==> src/hdl/complex_number_alu_unit_assert.svh <==
// Assertion macros for the complex number ALU.
`ifndef COMPLEX_NUMBER_ALU_UNIT_ASSERT_SVH
`define COMPLEX_NUMBER_ALU_UNIT_ASSERT_SVH
`ifndef NO_ASSERTIONS
`define CNA_ASSERT_IMP(label, clk, rst, ante, cons) \
   label: assert property (@(posedge clk) disable iff (rst) (ante) |-> (cons)) \
      else $error("assertion failed");
`define CNA_ASSERT_NXT(label, clk, rst, ante, cons) \
   label: assert property (@(posedge clk) disable iff (rst) (ante) |=> (cons)) \
      else $error("assertion failed");
`else
`define CNA_ASSERT_IMP(label, clk, rst, ante, cons)
`define CNA_ASSERT_NXT(label, clk, rst, ante, cons)
`endif
`endif

==> src/hdl/cna_pkg.sv <==
package cna_pkg;
   localparam int NUM_VARS_DEF  = 6;
   localparam int FRAC_BITS_DEF = 16;

   typedef enum logic [2:0] {
      OP_LOAD = 3'd0, OP_ADD = 3'd1, OP_SUB = 3'd2, OP_SCALE_RE = 3'd3,
      OP_SCALE_IM = 3'd4, OP_CMUL = 3'd5, OP_MAG = 3'd6, OP_OUT = 3'd7
   } op_type;

   // Classified item passed from the front part to the back part.
   typedef struct packed {
      op_type      op;
      logic [31:0] ar;
      logic [31:0] ai;
      logic [31:0] br;
      logic [31:0] bi;
      logic [31:0] k;
   } work_type;

   typedef struct packed {
      logic [31:0] result_real;
      logic [31:0] result_img;
      logic        is_magnitude;
      logic        saturated;
   } rsp_type;

   // Clamp a wide signed value to the signed 32-bit range.
   function automatic logic [32:0] clamp32(input logic signed [65:0] x);
      logic [32:0] r;
      if (x > 66'sd2147483647) r = {1'b1, 32'h7FFF_FFFF};
      else if (x < -66'sd2147483648) r = {1'b1, 32'h8000_0000};
      else r = {1'b0, x[31:0]};
      return r;
   endfunction
endpackage

==> src/hdl/cna_if.sv <==
interface cna_req_if;
   logic        valid;
   logic        ready;
   logic [2:0]  opcode;
   logic [2:0]  first_var;
   logic [2:0]  second_var;
   logic [31:0] value_real;
   logic [31:0] value_img;
   modport source (output valid, opcode, first_var, second_var, value_real, value_img,
                   input ready);
   modport sink (input valid, opcode, first_var, second_var, value_real, value_img,
                 output ready);
endinterface


==> src/hdl/cna_front.sv <==
`include "complex_number_alu_unit_assert.svh"
module cna_front #(
   parameter int NUM_VARS = cna_pkg::NUM_VARS_DEF
) (
   input  logic              clock,
   input  logic              reset,
   cna_req_if.sink           req,
   output logic              q_valid,
   input  logic              q_ready,
   output cna_pkg::work_type q_data
);
   localparam int IW = (NUM_VARS > 1) ? $clog2(NUM_VARS) : 1;

   logic [31:0] re_ff [NUM_VARS];
   logic [31:0] im_ff [NUM_VARS];
   logic        valid_ff, valid_in;
   cna_pkg::work_type data_ff, data_in;
   logic        take;
   logic        a_ok, b_ok;

   // One-entry queue slot toward the back part.
   assign req.ready = !valid_ff || q_ready;
   assign take      = req.valid && req.ready;
   assign q_valid   = valid_ff;
   assign q_data    = data_ff;
   assign a_ok      = 32'(req.first_var) < 32'(NUM_VARS);
   assign b_ok      = 32'(req.second_var) < 32'(NUM_VARS);

   // Fetch operands; out-of-range indices read as zero.
   always_comb begin
      data_in    = data_ff;
      data_in.op = cna_pkg::op_type'(req.opcode);
      data_in.ar = a_ok ? re_ff[req.first_var[IW-1:0]] : '0;
      data_in.ai = a_ok ? im_ff[req.first_var[IW-1:0]] : '0;
      data_in.br = b_ok ? re_ff[req.second_var[IW-1:0]] : '0;
      data_in.bi = b_ok ? im_ff[req.second_var[IW-1:0]] : '0;
      data_in.k  = req.value_real;
      valid_in   = valid_ff;
      if (q_ready) valid_in = 1'b0;
      if (take && cna_pkg::op_type'(req.opcode) != cna_pkg::OP_LOAD) valid_in = 1'b1;
   end

   always_ff @(posedge clock) begin
      if (reset) begin
         valid_ff <= 1'b0;
         for (int i = 0; i < NUM_VARS; i++) begin
            re_ff[i] <= '0;
            im_ff[i] <= '0;
         end
      end else begin
         valid_ff <= valid_in;
         if (take && cna_pkg::op_type'(req.opcode) == cna_pkg::OP_LOAD && a_ok) begin
            re_ff[req.first_var[IW-1:0]] <= req.value_real;
            im_ff[req.first_var[IW-1:0]] <= req.value_img;
         end
      end
      if (take) data_ff <= data_in;
   end

   `CNA_ASSERT_NXT(a_hold, clock, reset, valid_ff && !q_ready, valid_ff && $stable(data_ff))
   `CNA_ASSERT_NXT(a_load_none, clock, reset,
      take && req.opcode == cna_pkg::OP_LOAD && !(valid_ff && !q_ready), !valid_ff)
   `CNA_ASSERT_IMP(a_rdy, clock, reset, !valid_ff, req.ready)
endmodule

==> src/flat_wrapper.sv <==
// flat-port wrapper written by rule: the top's interface ports become plain ports
module cna_front_flat 
#(
   parameter int NUM_VARS = cna_pkg::NUM_VARS_DEF
)
  (clock, reset, q_valid, q_ready, q_data, req_valid, req_opcode, req_first_var, req_second_var, req_value_real, req_value_img, req_ready);
  cna_req_if req_i ();
  input  logic clock;
  input  logic reset;
  output logic q_valid;
  input  logic q_ready;
  output cna_pkg::work_type q_data;
  input wire logic [$bits(req_i.valid)-1:0] req_valid;
  input wire logic [$bits(req_i.opcode)-1:0] req_opcode;
  input wire logic [$bits(req_i.first_var)-1:0] req_first_var;
  input wire logic [$bits(req_i.second_var)-1:0] req_second_var;
  input wire logic [$bits(req_i.value_real)-1:0] req_value_real;
  input wire logic [$bits(req_i.value_img)-1:0] req_value_img;
  output wire logic [$bits(req_i.ready)-1:0] req_ready;
  assign req_i.valid = req_valid;
  assign req_i.opcode = req_opcode;
  assign req_i.first_var = req_first_var;
  assign req_i.second_var = req_second_var;
  assign req_i.value_real = req_value_real;
  assign req_i.value_img = req_value_img;
  assign req_ready = req_i.ready;
  cna_front #(.NUM_VARS(NUM_VARS)) u_core (.clock(clock), .reset(reset), .req(req_i), .q_valid(q_valid), .q_ready(q_ready), .q_data(q_data));
endmodule
==> config.mk <==
export PLATFORM = sky130hd
export DESIGN_NAME = cna_front_flat
export DESIGN_NICKNAME = d
export VERILOG_FILES = /design/src/hdl/cna_pkg.sv /design/src/hdl/cna_if.sv /design/src/hdl/cna_front.sv /design/src/flat_wrapper.sv
export VERILOG_INCLUDE_DIRS = /design/src /design/src/hdl
export SDC_FILE = /design/constraint.sdc
export NUM_CORES = 1
export LEC_CHECK = 0
export BUFFER_PORTS_ARGS = -buffer_cell sky130_fd_sc_hd__buf_2
export CAP_MARGIN = 5
export CORE_MARGIN = 2
export CORE_UTILIZATION = 41
export DETAILED_ROUTE_END_ITERATION = 16
export REMOVE_ABC_BUFFERS = 1
export SYNTH_ARGS = -nofsm -noshare
export SYNTH_HDL_FRONTEND = slang
export SYNTH_SLANG_ARGS = --single-unit
==> constraint.sdc <==
create_clock -name clock -period 7.25 [get_ports clock]
set_input_delay 1.0875 -clock clock [delete_from_list [all_inputs] [get_ports clock]]
set_output_delay 1.0875 -clock clock [all_outputs]
set_load 0.02 [all_outputs]
==> results of run 1 <==
## critical path, delay by kind of cell
kind | cells | cell delay [ns]
AOI/OAI and AO/OA | 1 | 0.91
and+or+nand+nor | 2 | 1.36
buffers and inverters | 2 | 0.84
## flip-flops by register name, indices dropped and copies added, names as in the netlist
name            cells
u_core.im_ff      192
u_core.re_ff      192
u_core.q_valid      1
u_core.q_data     163
## final cells by class
type / count / area (um2)
multi-input combinational: 1116 / 8138
inverter: 2 / 7.507
timing repair buffer: 264 / 1410
sequential: 548 / 16450
tap: 782 / 978.4
fill: 5242 / 31500
antenna: 8 / 20.02
clock inverter: 35 / 236.5
clock buffer: 69 / 1514
## kinds of logic after synthesis
group / Yosys count
simple gates: 596
buf+inv: 134
mux: 384
compound gates: 136
flops: 548
## through the flow
step	area, um2	setup WS (ns)	setup TNS, ns
4_1_cts	28730	3.205	0
3_3_place_gp	26980	2.601	0
2_1_floorplan	24440	-1.696	-217.08
6_report	28750	3.201	0
5_1_grt	28740	3.095	0
3_5_place_dp	26980	2.574	0
## power breakdown
group	switching, mW	internal [mW]	total, mW
logic	0.446	0.210	0.656
clock network	1.20	1.58	2.78
registers	0.0656	3.65	3.72
## final timing paths
path	slack [ns]	cells past startpoint	to	from
max	3.20	5	u_core.im_ff[5][8]	req_opcode[1]
min	0.67	2	u_core.q_data[78]	u_core.re_ff[1][14]
max reg2reg	3.77	4	u_core.im_ff[5][8]	u_core.q_valid
min reg2reg	0.67	2	u_core.q_data[78]	u_core.re_ff[1][14]
## metal layers
metal  up-vias  part of all wire  routed length (um)  track usage
met5         -           0.00033                  23            0
met4         4             0.026                1821      0.07682
met3       117             0.073                5123      0.04214
met2       640              0.46               32480       0.3433
met1      8162              0.44               30520       0.3029
li1       7104                 -                   -            -
## layout by cell type, fill, tap and decap left out, types with 2 or more instances in the layout
cell,Yosys,final
nor2_4,0,3
nand2b_4,0,4
buf_2,29,238
inv_1,2,2
clkbuf_16,0,59
clkbuf_1,67,10
diode_2,0,8
nor2_1,196,193
o21bai_4,0,6
clkinv_1,0,18
o221ai_1,128,128
buf_4,0,23
mux2_2,128,128
nor4b_4,2,2
edfxtp_1,547,547
or4b_1,2,2
mux2i_1,256,256
clkinvlp_4,0,2
a21oi_1,2,2
bufinv_16,0,3
clkinv_2,0,11
nand2_1,192,192
and2_1,193,192
or3_4,0,2
==> summary.txt, run 1 <==
area delta synth->final = 15.08%
# IOs = 242
vias in the first global route = 16.39k
Final period util = 0.5585
Worst Tran Pin Value = 1.183 ns
Placed Cells = 2712
Seq cells post-synth = 548
RSZ-0062 raised after global routing = no
endpoint class of the critical path = flop
PwrDens = 248.9 nW/um2
Synth Flop Type = edfxtp_1
CP Data Required Time = 7.49 ns
Max Root-Sink Buffers = 3
width of the chip = 250.8 um
Synthesis Warnings = 0
cell accounting for the most synthesized area = edfxtp_1
Critical Path AT = 4.29 ns
mux cell area share after synthesis = 0.1603
CTS tree = built
Synth Instances = 1798
final hold slack = 0.6686 ns
CTS clock-pin slew for the worst setup and hold paths = 0.06 ns
final std cells w/o fill = 2824
RD Place Congestion = 0.7698
Synth cell types = 23
post-cts gate resize count = 0
Synth top area share = 0.6575
Max Cap Viol = 0
GRT Util Overall = 0.2181
TritonCTS Sinks = 548
Hold Path Class = flop to flop
Buffers on Ports = 241
FFs w/ async S/R, synth = 0
CTS Root Buffer Type = clkbuf_16
DRT iter0 DRCs = 1249
fmax = 247.0 MHz
slew margin rel. = 0.2113
Congestion Overflow GR = 0
critical path startpoint category = primary input
Slew Limit Fails = 0
layout cells sized above 1 = 0.2394
fin crit period = 4.049 ns
FP Rows = 90
routed wire length = 69970 um
Vias/cell = 5.675
most frequent cell after synthesis = edfxtp_1
CTS Buf Count = 57
hpwl dp = 37740 um
utilization after layout = 0.4772
final setup violation count = 0
drt pass-1 iters = 5
Seq/Total Area, Yosys = 0.6583
Hold-fix buffers, CTS = 0
xor and xnor area share after synthesis = 0
number of synthesized flops with an enable pin = 547
most instantiated cells after synthesis = 547 x edfxtp_1, 256 x mux2i_1, 196 x nor2_1
clk_lat worst skew = 0.61 ns
critical-path maximum fanout = 66
CTS H-Tree Depth = 2
die span in y = 250.8 um
endpoints failing hold = 0
synthesized area = 24980 um2
crit-path cells = buf_2, or4b_1, or3_4, o21bai_4, buf_4
via count = 16.03k
synthesized area per cell = 13.89 um2
post-CTS setup buffer count = 0
WL per Instance = 24.78 um
DIE AREA = 62920 um2
post-synthesis compound-gate area fraction = 0.04708
Final Total Pwr = 7.156 mW
Pleak = 10.94 nW
Post-Synth Adder-Cell Area = 0
Simple-Gate Fraction of Synth Area = 0.1125
maximum VDD drop = 0.1823 mV
worst clock skew = 0.01380 ns
largest net degree at the start of global routing = 130
number of nets in the layout = 2066
status = complete, no violations
initial antenna violation count = 10
Crit Path Class = primary input to flop
post-route ant nets = 0
# DRC = 0
largest stage delay on the critical path = 0.91 ns
first-pass GRT wire length = 102200 um
slowest CP cell = o21bai_4
synth top area cells = edfxtp_1 66%, mux2i_1 10%, mux2_2 5.8%
Starting Density = 0.4147
main combinational cell family by area after synthesis = multiplexers
Core Box Area = 60250 um2
(Power assumes the default switching activity.)
==> run 2: changes to the inputs <==
clock period = 3.31 ns   (was 7.25 ns; I/O delays follow)
==> run 2 against run 1 <==
Against the previous run:
- clock power rose by 140%
- clock skew fell by 0.0019 ns
- count of clock-buffer cells in the layout fell by 2
- power rose by 130%
- via count rose by 0.12%
- worst setup slack got worse by 2.0 ns
==> summary.txt, run 2 (same netlist as run 1, synthesis figures left out) <==
status = complete, no violations
clk_lat worst skew = 0.62 ns
PwrDens = 557.0 nW/um2
DRT iter0 DRCs = 1210
fmax = 466.8 MHz
most frequent cells in the layout = 547 x edfxtp_1, 256 x mux2i_1, 238 x buf_2
drt pass-1 iters = 7
footprint of the multi-input gates = 8138 um2
Final period util = 0.6473
hpwl dp = 39620 um
final setup violation count = 0
critical path startpoint category = flop
endpoints failing hold = 0
maximum VDD drop = 0.4026 mV
largest net degree at the start of global routing = 65
die span in y = 250.8 um
final hold slack = 0.07718 ns
DIE AREA = 62920 um2
CTS Root Buffer Type = clkbuf_16
layout cells sized above 1 = 0.2513
CP Data Required Time = 3.65 ns
Starting Density = 0.4147
CTS tree = built
via count = 16.05k
width of the chip = 250.8 um
Max Root-Sink Buffers = 3
CTS H-Tree Depth = 2
# IOs = 242
total negative slack = 0 ns
Pleak = 11.20 nW
WL per Instance = 25.03 um
Buffers on Ports = 241
Internal = 12.44 mW
Final Total Pwr = 16.33 mW
Worst Tran Pin Value = 1.118 ns
sw frac = 0.2382
Slew Limit Fails = 0
Congestion Overflow GR = 0
FP Rows = 90
CTS Buf Count = 58
RSZ-0062 raised after global routing = no
critical-path maximum fanout = 50
Core Box Area = 60250 um2
worst clock skew = 0.01190 ns
number of nets in the layout = 2090
Switching Power = 3.890 mW
register area = 16450 um2
Max Cap Viol = 0
first-pass GRT wire length = 105200 um
CTS clock-pin slew for the worst setup and hold paths = 0.06 ns
fin crit period = 2.142 ns
post-CTS setup buffer count = 0
hold depth = 1
Hold Path Class = primary input to flop
Vias/cell = 5.629
post-cts gate resize count = 0
Flop pwr share = 0.498
Hold-fix buffers, CTS = 0
area delta synth->final = 17.33%
Critical Path AT = 2.48 ns
vias in the first global route = 16.75k
clock power share = 0.411
initial antenna violation count = 10
# DRC = 0
Crit Path Class = flop to flop
TritonCTS Sinks = 548
GRT Util Overall = 0.2234
Filler Cells Inserted = 5185
Combinational Power Share = 0.091
endpoint class of the critical path = flop
commonest non-fill, non-tap cell in the layout = edfxtp_1
routed wire length = 71350 um
post-route ant nets = 0
reg2reg path depth = 6
RD Place Congestion = 0.7731
slew margin rel. = 0.2550
## run 2: final cells by class
type,count,share of cell area
multi-input cells,1116,0.2776
inverters,2,0.0002561
repair buffers,287,0.06082
flip-flops and latches,548,0.5610
diodes,8,0.0006829
clock buffers,67,0.05139
clock inverters,41,0.01481
well taps,782,0.03338
## run 2: critical path, cell delays in order, from the launching register on
cell,delay [ns]
dfxtp_1,0.33
nor2b_1,0.12
buf_4,0.19
inv_1,0.12
nand3b_1,0.27
buf_4,0.67
nor2_1,0.12
## run 2: power by group through the flow
| stage | logic (mW) | clock network, mW | registers (mW) |
|---|---|---|---|
| floorplan | 0.569 | 0 | 8.47 |
| global placement | 1.48 | 0 | 8.26 |
| detailed placement | 1.49 | 0 | 8.27 |
| CTS | 1.50 | 6.84 | 8.13 |
| global route | 1.58 | 7.09 | 8.16 |
| finish | 1.49 | 6.71 | 8.13 |
## run 2: final timing paths
| path | from | to | slack [ns] |
|---|---|---|---|
| min | req_opcode[1] | u_core.q_data[161] | 0.08 |
| max | u_core.q_valid | u_core.im_ff[0][1] | 1.17 |
| min reg2reg | u_core.re_ff[1][10] | u_core.q_data[74] | 0.68 |
| max reg2reg | u_core.q_valid | u_core.im_ff[0][1] | 1.17 |
## run 2: stage by stage
stage	instance area (um2)	utilization	setup WS (ns)	instances
final	29310	0.4866	1.168	2851
after global routing	29300	0.4863	1.034	2844
after CTS	29290	0.4862	1.163	2843
after detailed placement	27350	0.4540	0.6572	2735
after global placement	27350	0.4540	0.6708	2735
after floorplan	24440	-	-5.045	1666
## run 2: per-layer routing
layer  vias to the layer above  GRT usage  routed length (um)
met5                         -          0                   0
met4                         0    0.06758                1890
met3                       141    0.04121                4899
met2                       589     0.3636               33850
met1                      8142     0.3057               30710
li1                       7175          -                   -
